`src/hdl/sllm_pkg.sv`:
```
// Package for the static linked list manager: request and result beat types,
// action, status and sequencer state codes, fixed field widths.
// Depends on nothing; the files that use it take its names by scoped reference.
`timescale 1ns / 1ps

package sllm_pkg;

	localparam int unsigned HANDLE_W = 6;
	localparam int unsigned POS_W    = 6;
	localparam int unsigned VALUE_W  = 32;
	localparam int unsigned COUNT_W  = 6;

	typedef enum logic [2:0] {
		ACT_CREATE  = 3'd0,
		ACT_CLEAR   = 3'd1,
		ACT_DESTROY = 3'd2,
		ACT_INSERT  = 3'd3,
		ACT_DELETE  = 3'd4,
		ACT_GET     = 3'd5,
		ACT_LOCATE  = 3'd6,
		ACT_LENGTH  = 3'd7
	} action_t;

	typedef enum logic [1:0] {
		ST_OK   = 2'd0,
		ST_ERR  = 2'd1,
		ST_FULL = 2'd2
	} status_t;

	typedef enum logic [4:0] {
		S_INIT,
		S_IDLE,
		S_DISPATCH,
		S_CR_UPD,
		S_CL_HEAD,
		S_CL_CHK,
		S_CL_LINK,
		S_CL_GIVE,
		S_DS_GIVE,
		S_GT_HEAD,
		S_WK_CHK,
		S_WK_STEP,
		S_WK_END,
		S_IN_TAKE,
		S_IN_LINK,
		S_IN_HOOK,
		S_DL_NEXT,
		S_DL_UNLK,
		S_DL_GIVE,
		S_GT_DATA,
		S_SC_HEAD,
		S_SC_CHK,
		S_SC_STEP,
		S_FINISH
	} state_t;

	typedef struct packed {
		action_t              action;
		logic [HANDLE_W-1:0]  list_handle;
		logic [POS_W-1:0]     position;
		logic [VALUE_W-1:0]   item_value;
	} req_t;

	typedef struct packed {
		status_t              status;
		logic [VALUE_W-1:0]   result_value;
		logic [COUNT_W-1:0]   result_count;
		logic [HANDLE_W-1:0]  new_handle;
	} res_t;

endpackage

```
`src/hdl/sllm_mem.sv`:
```
// Simple dual-port memory: one write port, one read port, registered read data.
// Used for both the link store and the data store; depends on nothing.
`timescale 1ns / 1ps

module sllm_mem #(
	parameter int unsigned WIDTH = 32,
	parameter int unsigned DEPTH = 64
) (
	input  logic                     clk,
	input  logic                     we,
	input  logic [$clog2(DEPTH)-1:0] waddr,
	input  logic [WIDTH-1:0]         wdata,
	input  logic [$clog2(DEPTH)-1:0] raddr,
	output logic [WIDTH-1:0]         rdata
);

	logic [WIDTH-1:0] mem [DEPTH];

	always_ff @(posedge clk) begin
		if (we) begin
			mem[waddr] <= wdata;
		end
	end

	// read-first: a same-cycle write is seen on the next read
	always_ff @(posedge clk) begin
		rdata <= mem[raddr];
	end

endmodule

```
`src/hdl/sllm_seq.sv`:
```
// Sequencer of the linked list manager: walks chains through the link and
// data stores one link at a time and keeps the free chain head in a register.
// Depends on sllm_pkg; drives the ports of two sllm_mem instances.
`timescale 1ns / 1ps

module sllm_seq #(
	parameter int unsigned POOL_NODES = 64,
	parameter int unsigned DATA_WIDTH = 32
) (
	input  logic                          clk,
	input  logic                          arst_n,
	input  logic                          start,
	input  sllm_pkg::req_t                req,
	output logic                          idle,
	output logic                          done,
	input  logic                          taken,
	output sllm_pkg::res_t                res,
	output logic                          lnk_we,
	output logic [$clog2(POOL_NODES)-1:0] lnk_waddr,
	output logic [$clog2(POOL_NODES)-1:0] lnk_wdata,
	output logic [$clog2(POOL_NODES)-1:0] lnk_raddr,
	input  logic [$clog2(POOL_NODES)-1:0] lnk_rdata,
	output logic                          dat_we,
	output logic [$clog2(POOL_NODES)-1:0] dat_waddr,
	output logic [DATA_WIDTH-1:0]         dat_wdata,
	output logic [$clog2(POOL_NODES)-1:0] dat_raddr,
	input  logic [DATA_WIDTH-1:0]         dat_rdata
);

	localparam int unsigned AW = $clog2(POOL_NODES);
	localparam int unsigned GW = $clog2(POOL_NODES + 1);

	sllm_pkg::state_t  state_q, state_d;
	sllm_pkg::action_t act_q, act_d;
	sllm_pkg::status_t status_q, status_d;

	logic [sllm_pkg::HANDLE_W-1:0] hraw_q, hraw_d;
	logic [sllm_pkg::POS_W-1:0]    pos_q, pos_d;
	logic [sllm_pkg::POS_W-1:0]    cnt_q, cnt_d;
	logic [sllm_pkg::COUNT_W-1:0]  rcount_q, rcount_d;
	logic [DATA_WIDTH-1:0]         val_q, val_d;
	logic [DATA_WIDTH-1:0]         rval_q, rval_d;
	logic [AW-1:0]                 p_q, p_d;
	logic [AW-1:0]                 q_q, q_d;
	logic [AW-1:0]                 fh_q, fh_d;
	logic [AW-1:0]                 newh_q, newh_d;
	logic [AW-1:0]                 init_q, init_d;
	logic [GW-1:0]                 guard_q, guard_d;

	logic [AW-1:0] h_node;
	logic          h_ok;
	logic          guard_live;
	logic [GW-1:0] guard_inc;

	assign h_node     = AW'(hraw_q);
	assign h_ok       = (hraw_q != '0) && (32'(hraw_q) < POOL_NODES);
	assign guard_live = guard_q < GW'(POOL_NODES);
	assign guard_inc  = guard_q + GW'(1);

	assign idle = (state_q == sllm_pkg::S_IDLE);
	assign done = (state_q == sllm_pkg::S_FINISH);

	always_comb begin
		res.status       = status_q;
		res.result_value = sllm_pkg::VALUE_W'(rval_q);
		res.result_count = rcount_q;
		res.new_handle   = sllm_pkg::HANDLE_W'(newh_q);
	end

	always_ff @(posedge clk or negedge arst_n) begin
		if (!arst_n) begin
			state_q <= sllm_pkg::S_INIT;
			init_q  <= '0;
			fh_q    <= AW'(1);
		end else begin
			state_q <= state_d;
			init_q  <= init_d;
			fh_q    <= fh_d;
		end
	end

	always_ff @(posedge clk) begin
		act_q    <= act_d;
		status_q <= status_d;
		hraw_q   <= hraw_d;
		pos_q    <= pos_d;
		cnt_q    <= cnt_d;
		rcount_q <= rcount_d;
		val_q    <= val_d;
		rval_q   <= rval_d;
		p_q      <= p_d;
		q_q      <= q_d;
		newh_q   <= newh_d;
		guard_q  <= guard_d;
	end

	always_comb begin
		state_d   = state_q;
		act_d     = act_q;
		status_d  = status_q;
		hraw_d    = hraw_q;
		pos_d     = pos_q;
		cnt_d     = cnt_q;
		rcount_d  = rcount_q;
		val_d     = val_q;
		rval_d    = rval_q;
		p_d       = p_q;
		q_d       = q_q;
		fh_d      = fh_q;
		newh_d    = newh_q;
		init_d    = init_q;
		guard_d   = guard_q;
		lnk_we    = 1'b0;
		lnk_waddr = '0;
		lnk_wdata = '0;
		lnk_raddr = '0;
		dat_we    = 1'b0;
		dat_waddr = '0;
		dat_wdata = '0;
		dat_raddr = '0;

		unique case (state_q)
			sllm_pkg::S_INIT: begin
				// lay down the free chain in index order, last node ends it
				lnk_we    = 1'b1;
				lnk_waddr = init_q;
				if (init_q == AW'(POOL_NODES - 1)) begin
					lnk_wdata = '0;
					state_d   = sllm_pkg::S_IDLE;
				end else begin
					lnk_wdata = init_q + AW'(1);
				end
				init_d = init_q + AW'(1);
			end
			sllm_pkg::S_IDLE: begin
				if (start) begin
					act_d    = req.action;
					hraw_d   = req.list_handle;
					pos_d    = req.position;
					val_d    = DATA_WIDTH'(req.item_value);
					status_d = sllm_pkg::ST_ERR;
					rval_d   = '0;
					rcount_d = '0;
					newh_d   = '0;
					guard_d  = '0;
					state_d  = sllm_pkg::S_DISPATCH;
				end
			end
			sllm_pkg::S_DISPATCH: begin
				unique case (act_q)
					sllm_pkg::ACT_CREATE: begin
						if (fh_q == '0) begin
							status_d = sllm_pkg::ST_FULL;
							state_d  = sllm_pkg::S_FINISH;
						end else begin
							p_d       = fh_q;
							lnk_raddr = fh_q;
							state_d   = sllm_pkg::S_CR_UPD;
						end
					end
					sllm_pkg::ACT_CLEAR, sllm_pkg::ACT_DESTROY: begin
						lnk_raddr = h_node;
						state_d   = h_ok ? sllm_pkg::S_CL_HEAD : sllm_pkg::S_FINISH;
					end
					sllm_pkg::ACT_INSERT, sllm_pkg::ACT_DELETE: begin
						p_d     = h_node;
						cnt_d   = sllm_pkg::POS_W'(1);
						state_d = (h_ok && pos_q != '0) ? sllm_pkg::S_WK_CHK
							: sllm_pkg::S_FINISH;
					end
					sllm_pkg::ACT_GET: begin
						lnk_raddr = h_node;
						state_d   = (h_ok && pos_q != '0 && 32'(pos_q) <= POOL_NODES - 2)
							? sllm_pkg::S_GT_HEAD : sllm_pkg::S_FINISH;
					end
					sllm_pkg::ACT_LOCATE, sllm_pkg::ACT_LENGTH: begin
						lnk_raddr = h_node;
						state_d   = h_ok ? sllm_pkg::S_SC_HEAD : sllm_pkg::S_FINISH;
					end
				endcase
			end
			sllm_pkg::S_CR_UPD: begin
				fh_d      = lnk_rdata;
				lnk_we    = 1'b1;
				lnk_waddr = p_q;
				lnk_wdata = '0;
				newh_d    = p_q;
				status_d  = sllm_pkg::ST_OK;
				state_d   = sllm_pkg::S_FINISH;
			end
			sllm_pkg::S_CL_HEAD: begin
				p_d     = lnk_rdata;
				state_d = sllm_pkg::S_CL_CHK;
			end
			sllm_pkg::S_CL_CHK: begin
				if (p_q != '0 && guard_live) begin
					lnk_raddr = p_q;
					state_d   = sllm_pkg::S_CL_LINK;
				end else if (act_q == sllm_pkg::ACT_DESTROY) begin
					state_d = sllm_pkg::S_DS_GIVE;
				end else begin
					status_d = sllm_pkg::ST_OK;
					state_d  = sllm_pkg::S_FINISH;
				end
			end
			sllm_pkg::S_CL_LINK: begin
				// unhook the first element from the head
				q_d       = lnk_rdata;
				lnk_we    = 1'b1;
				lnk_waddr = h_node;
				lnk_wdata = lnk_rdata;
				state_d   = sllm_pkg::S_CL_GIVE;
			end
			sllm_pkg::S_CL_GIVE: begin
				lnk_we    = 1'b1;
				lnk_waddr = p_q;
				lnk_wdata = fh_q;
				fh_d      = p_q;
				// a head that links to itself was just overwritten by the free link
				p_d       = (p_q == h_node) ? fh_q : q_q;
				guard_d   = guard_inc;
				state_d   = sllm_pkg::S_CL_CHK;
			end
			sllm_pkg::S_DS_GIVE: begin
				lnk_we    = 1'b1;
				lnk_waddr = h_node;
				lnk_wdata = fh_q;
				fh_d      = h_node;
				status_d  = sllm_pkg::ST_OK;
				state_d   = sllm_pkg::S_FINISH;
			end
			sllm_pkg::S_GT_HEAD: begin
				p_d     = lnk_rdata;
				cnt_d   = sllm_pkg::POS_W'(1);
				state_d = sllm_pkg::S_WK_CHK;
			end
			sllm_pkg::S_WK_CHK: begin
				if (p_q != '0 && cnt_q < pos_q) begin
					lnk_raddr = p_q;
					state_d   = sllm_pkg::S_WK_STEP;
				end else begin
					state_d = sllm_pkg::S_WK_END;
				end
			end
			sllm_pkg::S_WK_STEP: begin
				p_d     = lnk_rdata;
				cnt_d   = cnt_q + sllm_pkg::POS_W'(1);
				state_d = sllm_pkg::S_WK_CHK;
			end
			sllm_pkg::S_WK_END: begin
				if (p_q == '0) begin
					state_d = sllm_pkg::S_FINISH;
				end else begin
					case (act_q)
						sllm_pkg::ACT_INSERT: begin
							if (fh_q == '0) begin
								status_d = sllm_pkg::ST_FULL;
								state_d  = sllm_pkg::S_FINISH;
							end else begin
								q_d       = fh_q;
								lnk_raddr = fh_q;
								dat_we    = 1'b1;
								dat_waddr = fh_q;
								dat_wdata = val_q;
								state_d   = sllm_pkg::S_IN_TAKE;
							end
						end
						sllm_pkg::ACT_DELETE: begin
							lnk_raddr = p_q;
							state_d   = sllm_pkg::S_DL_NEXT;
						end
						default: begin
							dat_raddr = p_q;
							state_d   = sllm_pkg::S_GT_DATA;
						end
					endcase
				end
			end
			sllm_pkg::S_IN_TAKE: begin
				fh_d      = lnk_rdata;
				lnk_raddr = p_q;
				state_d   = sllm_pkg::S_IN_LINK;
			end
			sllm_pkg::S_IN_LINK: begin
				lnk_we    = 1'b1;
				lnk_waddr = q_q;
				lnk_wdata = lnk_rdata;
				state_d   = sllm_pkg::S_IN_HOOK;
			end
			sllm_pkg::S_IN_HOOK: begin
				lnk_we    = 1'b1;
				lnk_waddr = p_q;
				lnk_wdata = q_q;
				status_d  = sllm_pkg::ST_OK;
				state_d   = sllm_pkg::S_FINISH;
			end
			sllm_pkg::S_DL_NEXT: begin
				q_d = lnk_rdata;
				if (lnk_rdata == '0) begin
					state_d = sllm_pkg::S_FINISH;
				end else begin
					lnk_raddr = lnk_rdata;
					dat_raddr = lnk_rdata;
					state_d   = sllm_pkg::S_DL_UNLK;
				end
			end
			sllm_pkg::S_DL_UNLK: begin
				rval_d    = dat_rdata;
				lnk_we    = 1'b1;
				lnk_waddr = p_q;
				lnk_wdata = lnk_rdata;
				state_d   = sllm_pkg::S_DL_GIVE;
			end
			sllm_pkg::S_DL_GIVE: begin
				lnk_we    = 1'b1;
				lnk_waddr = q_q;
				lnk_wdata = fh_q;
				fh_d      = q_q;
				status_d  = sllm_pkg::ST_OK;
				state_d   = sllm_pkg::S_FINISH;
			end
			sllm_pkg::S_GT_DATA: begin
				rval_d   = dat_rdata;
				status_d = sllm_pkg::ST_OK;
				state_d  = sllm_pkg::S_FINISH;
			end
			sllm_pkg::S_SC_HEAD: begin
				p_d     = lnk_rdata;
				state_d = sllm_pkg::S_SC_CHK;
			end
			sllm_pkg::S_SC_CHK: begin
				if (p_q != '0 && guard_live) begin
					lnk_raddr = p_q;
					dat_raddr = p_q;
					state_d   = sllm_pkg::S_SC_STEP;
				end else begin
					if (act_q == sllm_pkg::ACT_LENGTH) begin
						rcount_d = sllm_pkg::COUNT_W'(guard_q);
						status_d = sllm_pkg::ST_OK;
					end
					state_d = sllm_pkg::S_FINISH;
				end
			end
			sllm_pkg::S_SC_STEP: begin
				guard_d = guard_inc;
				if (act_q == sllm_pkg::ACT_LOCATE && dat_rdata == val_q) begin
					rcount_d = sllm_pkg::COUNT_W'(guard_inc);
					status_d = sllm_pkg::ST_OK;
					state_d  = sllm_pkg::S_FINISH;
				end else begin
					p_d     = lnk_rdata;
					state_d = sllm_pkg::S_SC_CHK;
				end
			end
			sllm_pkg::S_FINISH: begin
				if (taken) begin
					state_d = sllm_pkg::S_IDLE;
				end
			end
			default: begin
				state_d = sllm_pkg::S_IDLE;
			end
		endcase
	end

endmodule

```
`src/hdl/static_linked_list_manager.sv`:
```
// Top level of the static linked list manager: request/result handshakes,
// result register, link and data stores. Depends on sllm_pkg, sllm_mem, sllm_seq.
//
// Usage:
//   Requests arrive as beats on the input channel (in_valid/in_ready) carrying
//   action, list_handle, position and item_value. Each request yields exactly
//   one result beat on the output channel (out_valid/out_ready) carrying
//   status, result_value, result_count and new_handle.
//   One request is in work at a time; in_ready is high only while the
//   sequencer is idle. Every step goes through the one read port of the link
//   store, and each link followed is first read, then used. A result register
//   parts the two channels, so the next request is taken while a result still
//   waits.
//   After reset the block lays the free chain into the link store, one node a
//   cycle; in_ready stays low until that pass is done.
//   When the receiver stalls, hold the result beat; the sequencer finishes
//   the next request and then waits with it until the result register frees.
`timescale 1ns / 1ps

module static_linked_list_manager #(
	parameter int unsigned POOL_NODES = 64,
	parameter int unsigned DATA_WIDTH = 32
) (
	input  logic        clk,
	input  logic        arst_n,
	input  logic        in_valid,
	output logic        in_ready,
	input  logic [2:0]  action,
	input  logic [5:0]  list_handle,
	input  logic [5:0]  position,
	input  logic [31:0] item_value,
	output logic        out_valid,
	input  logic        out_ready,
	output logic [1:0]  status,
	output logic [31:0] result_value,
	output logic [5:0]  result_count,
	output logic [5:0]  new_handle
);

	localparam int unsigned AW = $clog2(POOL_NODES);

	sllm_pkg::req_t req;
	sllm_pkg::res_t seq_res;
	sllm_pkg::res_t res_q;

	logic          seq_idle;
	logic          seq_done;
	logic          res_taken;
	logic          out_valid_q;

	logic          lnk_we;
	logic [AW-1:0] lnk_waddr;
	logic [AW-1:0] lnk_wdata;
	logic [AW-1:0] lnk_raddr;
	logic [AW-1:0] lnk_rdata;

	logic                  dat_we;
	logic [AW-1:0]         dat_waddr;
	logic [DATA_WIDTH-1:0] dat_wdata;
	logic [AW-1:0]         dat_raddr;
	logic [DATA_WIDTH-1:0] dat_rdata;

	// gather the request beat
	always_comb begin
		req.action      = sllm_pkg::action_t'(action);
		req.list_handle = list_handle;
		req.position    = position;
		req.item_value  = item_value;
	end

	assign in_ready = seq_idle;

	// the result register is free when empty or being drained this cycle
	assign res_taken = !out_valid_q || out_ready;

	always_ff @(posedge clk or negedge arst_n) begin
		if (!arst_n) begin
			out_valid_q <= 1'b0;
		end else if (seq_done && res_taken) begin
			out_valid_q <= 1'b1;
		end else if (out_ready) begin
			out_valid_q <= 1'b0;
		end
	end

	// hold the result payload while the receiver stalls
	always_ff @(posedge clk) begin
		if (seq_done && res_taken) begin
			res_q <= seq_res;
		end
	end

	assign out_valid    = out_valid_q;
	assign status       = res_q.status;
	assign result_value = res_q.result_value;
	assign result_count = res_q.result_count;
	assign new_handle   = res_q.new_handle;

	sllm_seq #(
		.POOL_NODES (POOL_NODES),
		.DATA_WIDTH (DATA_WIDTH)
	) u_seq (
		.clk       (clk),
		.arst_n    (arst_n),
		.start     (in_valid),
		.req       (req),
		.idle      (seq_idle),
		.done      (seq_done),
		.taken     (res_taken),
		.res       (seq_res),
		.lnk_we    (lnk_we),
		.lnk_waddr (lnk_waddr),
		.lnk_wdata (lnk_wdata),
		.lnk_raddr (lnk_raddr),
		.lnk_rdata (lnk_rdata),
		.dat_we    (dat_we),
		.dat_waddr (dat_waddr),
		.dat_wdata (dat_wdata),
		.dat_raddr (dat_raddr),
		.dat_rdata (dat_rdata)
	);

	// link store: next-node index per pool node
	sllm_mem #(
		.WIDTH (AW),
		.DEPTH (POOL_NODES)
	) u_link_store (
		.clk   (clk),
		.we    (lnk_we),
		.waddr (lnk_waddr),
		.wdata (lnk_wdata),
		.raddr (lnk_raddr),
		.rdata (lnk_rdata)
	);

	// data store: element value per pool node
	sllm_mem #(
		.WIDTH (DATA_WIDTH),
		.DEPTH (POOL_NODES)
	) u_data_store (
		.clk   (clk),
		.we    (dat_we),
		.waddr (dat_waddr),
		.wdata (dat_wdata),
		.raddr (dat_raddr),
		.rdata (dat_rdata)
	);

endmodule
```
`config.mk`:
```
export PLATFORM = sky130hd
export DESIGN_NAME = static_linked_list_manager
export DESIGN_NICKNAME = d
export VERILOG_FILES = /design/src/hdl/sllm_pkg.sv /design/src/hdl/sllm_mem.sv /design/src/hdl/sllm_seq.sv /design/src/hdl/static_linked_list_manager.sv
export SDC_FILE = /design/constraint.sdc
export NUM_CORES = 2
export LEC_CHECK = 0
export BUFFER_PORTS_ARGS = -buffer_cell sky130_fd_sc_hd__buf_2
export CORE_MARGIN = 2
export CORE_UTILIZATION = 57
export CTS_CLUSTER_DIAMETER = 50
export DETAILED_ROUTE_END_ITERATION = 6
export PLACE_DENSITY = 0.72
export SYNTH_ARGS = -nofsm -noshare
export SYNTH_HDL_FRONTEND = slang
export SYNTH_SLANG_ARGS = --single-unit
```
`constraint.sdc`:
```
create_clock -name clk -period 4.6 [get_ports clk]
set_input_delay 0.46 -clock clk [delete_from_list [all_inputs] [get_ports clk]]
set_output_delay 0.46 -clock clk [all_outputs]
set_load 0.005 [all_outputs]
```
==> results.ini <==
[status]
status=finished with violations
violations=design-rule violations

[synthesis]
synth_area_um2=106000
synthMuxAreaShare_pct=2.33
synth_top_family_by_area=simple AND/OR/NAND/NOR gates
synth_compound_area_share_pct=6.73
postSynthCellCount=7649
synth_seq_cells=2652
synthSimpleGateAreaFrac_pct=13.4
synth.avg_cell_area_um2=13.9
synth-async-reset-ratio_pct=0.679
synth_edf_count=2596
synth-xor-area-share_pct=0.462
netlist-cell-type-count=80
synth_top_flop_cell=edfxtp_1
yosysSeqAreaShare_pct=74.6
synth_fa_ha_area_share_pct=0.0943
synth_warnings=0

[routing]
dr_total_vias=70500
via_per_inst=6.57
drt_iter0_drc=10800
drtPass1Iterations=7
drc=15
routedWlPerCell_um=28.8
routed_wl_um=309000
ant_nets=0

[place]
post-dp-hpwl_um=182000
place.gp.congestion=0.940
portBuffers=98

[die]
ioPinCount=99
core_area_um2=185000
die-area_um2=190000
die_w_um=436
die_y_um=436
rows=158
start_util_pct=57.3

[global_route]
grt_usage_pct=32.0
grt_max_degree=84
grt-ovfl-total=0
grt_pass1_wl_um=449000
antenna_found_initial=8
grt_pass1_vias=67000

[power_and_ir_drop]
power.leakage_nw=40.7
pwr-share-clk_pct=32.0
pwr-share-seq_pct=42.1
netSwitchingPower_mw=21.7
ir_drop_uv=489
switching_share_pct=31.7
internal-power_mw=46.6
power_density_nw_per_um2=560
combPwrFrac_pct=25.9

[clock_network]
cts-root-buf=clkbuf_16
cts_tree=done
clk-insertion-delay-late_ns=0.94
clk_path_buf_depth=4
numCtsBuffers=283
clk_pin_slew_ns=0.06
cts_sinks=2652
cts_setup_buffers=0
htree_levels=5

[flow_run]
cap_violations=0

[timing]
period_share_pct=96.8
tns_ns=0
period_needed_ns=4.45
tightest_slew_ns=1.24
hold_viol=0
setup_violations=0
finClkSkew_ns=0.0735
rsz0062_at_grt=false
slew_headroom_pct=17.3
fmax_ghz=0.225
drv_slew=0

[worst_setup_path]
startpoint_type=register
r2r_setup_slack_ns=0.15
crit_required_ns=5.42
critPathKind=reg -> reg
crit_path_end_kind=register
worstReg2RegEnd=u_data_store.rdata[0]$_DFF_P_
reg2regPathDepth=14
r2r-start=u_seq.state_q[3]$_DFFE_PN0P_
cp_max_fo=58
critical_path_arrival_ns=5.28

[finish]
seq_area_um2=79200
drive_gt1_share_pct=14.0
post-route-util_pct=65.9
multi_input_area_um2=25300
final_cell_mix=edfxtp_1, nand2_1, nand3_1
final_common_cell=edfxtp_1
syn_to_final_growth_pct=14.9
nets=8108
num-fill-cells=12400

[worst_hold_path]
hold_path.class=in -> async

power by group through the flow:
stage / Clock, mW / Sequential [mW] / Combinational, mW
global route: 22.9 / 28.8 / 18.7
detailed placement: 0 / 29.2 / 17.1
global placement: 0 / 29.2 / 16.8
floorplan: 0 / 28.6 / 10.9
finish: 21.9 / 28.7 / 17.7
CTS: 22.0 / 28.7 / 17.3
synth_stat cells, drive strengths merged, types with 8 or more instances:
library cell / instances / area, um2
edfxtp: 2596 / 78000
nand2: 2006 / 7530
nand3: 585 / 2930
buf: 337 / 1800
a311oi: 262 / 2290
and3: 259 / 1620
nor2: 228 / 861
a31oi: 205 / 1280
clkbuf: 180 / 676
a211oi: 101 / 758
a21oi: 95 / 483
mux4: 82 / 1850
o22ai: 82 / 513
and2: 78 / 488
o21ai: 46 / 230
mux2i: 42 / 420
xnor2: 41 / 359
dfxtp: 38 / 761
nor3: 26 / 130
nand4: 25 / 156
a22oi: 20 / 150
inv: 18 / 67.6
mux2: 18 / 203
dfrtp: 17 / 425
or4: 15 / 113
xor2: 15 / 131
a32oi: 14 / 123
nand2b: 13 / 83.8
o221ai: 13 / 114
a21o: 12 / 90.1
a221oi: 12 / 105
a222oi: 12 / 120
o211ai: 12 / 90.1
a221o: 10 / 100
or3: 10 / 62.6
a22o: 9 / 78.8
nor2b: 9 / 56.3
a2111oi: 8 / 71.3
a31o: 8 / 70.1
ha: 8 / 100
how the worst max path moves through the flow:
stage / startpoint / end / slack, ns / cells past startpoint
floorplan: u_seq.state_q[3]$_DFFE_PN0P_ / u_link_store.mem[0][3]$_DFFE_PP_ / -0.28 / 6
global route: u_seq.act_q[1]$_DFFE_PP_ / u_data_store.rdata[25]$_DFF_P_ / 0.03 / 12
finish: u_seq.state_q[3]$_DFFE_PN0P_ / u_data_store.rdata[0]$_DFF_P_ / 0.15 / 14
detailed placement: u_seq.state_q[3]$_DFFE_PN0P_ / u_data_store.rdata[12]$_DFF_P_ / 0.23 / 16
CTS: u_seq.state_q[3]$_DFFE_PN0P_ / u_data_store.rdata[12]$_DFF_P_ / 0.18 / 16
global placement: u_seq.state_q[3]$_DFFE_PN0P_ / u_data_store.rdata[12]$_DFF_P_ / 0.33 / 16
layout make-up:
| class | instances | share of cell area, % |
|---|---|---|
| Sequential cell | 2652 | 64.9 |
| Multi-Input combinational cell | 4493 | 20.7 |
| Clock buffer | 374 | 6.26 |
| Timing Repair Buffer | 601 | 4.65 |
| Tap cell | 2480 | 2.54 |
| Clock inverter | 107 | 0.899 |
| Inverter | 18 | 0.0554 |
| Antenna cell | 2 | 0.00410 |
per-layer routing:
layer | vias up | wire, um | track usage, %
met5 | - | 32 | 0
met4 | 4 | 12700 | 12.9
met3 | 842 | 43700 | 9.01
met2 | 5293 | 137000 | 47.3
met1 | 34700 | 115000 | 45.3
li1 | 29600 | - | -
metrics by stage:
| step | area [um2] | power [mW] | setup WS, ns | cells | hold WS (ns) |
|---|---|---|---|---|---|
| 6_report | 122000 | 68.3 | 0.148 | 10700 | 0.0567 |
| 3_5_place_dp | 113000 | 46.3 | 0.234 | 10200 | 0.405 |
| 5_1_grt | 122000 | 70.4 | 0.0262 | 10700 | 0.0857 |
| 4_1_cts | 122000 | 67.9 | 0.182 | 10700 | 0.0207 |
| 2_1_floorplan | 106000 | 39.5 | -0.278 | 7680 | 0.164 |
| 3_3_place_gp | 113000 | 46.0 | 0.333 | 10200 | 0.405 |
timing repair:
item                                   in CTS  in global routing
hold buffers                               49                  0
setup endpoints to repair                   0                  2
endpoints found under the hold margin      67                  0
resized for setup                           0                  2
worst max-delay path, stage by stage (launching register included):
cell	delay (ns)
dfrtp_1	0.57
buf_4	0.27
nor3_1	0.09
nand4_1	0.23
buf_4	0.22
buf_12	0.32
nand2_4	0.32
buf_12	0.30
buf_4	0.21
a211oi_1	0.26
a311oi_1	0.09
a311oi_1	0.78
a21oi_1	0.30
a21oi_1	0.24
nand4b_1	0.10
sequential cells by signal, summed over array words and instances (netlist names), 7 cells and up:
| register | count |
|---|---|
| u_data_store.mem | 2048 |
| u_link_store.mem | 384 |
| result_value | 32 |
| u_data_store.rdata | 32 |
| u_seq.rval_q | 32 |
| u_seq.val_q | 32 |
| u_seq.guard_q | 7 |
cells by family (layout without fill, tap and decap cells):
logic type	Yosys count	count (layout)
AO/OA/AOI/OAI	974	974
multiplexers	142	142
flip-flops	2652	2652
AND/OR/NAND/NOR	3281	3281
other	1	34
adder cells (fa/ha/maj)	8	8
buffers and inverters	535	1100
XOR/XNOR	56	56
Power figures use the tool's default switching activity.
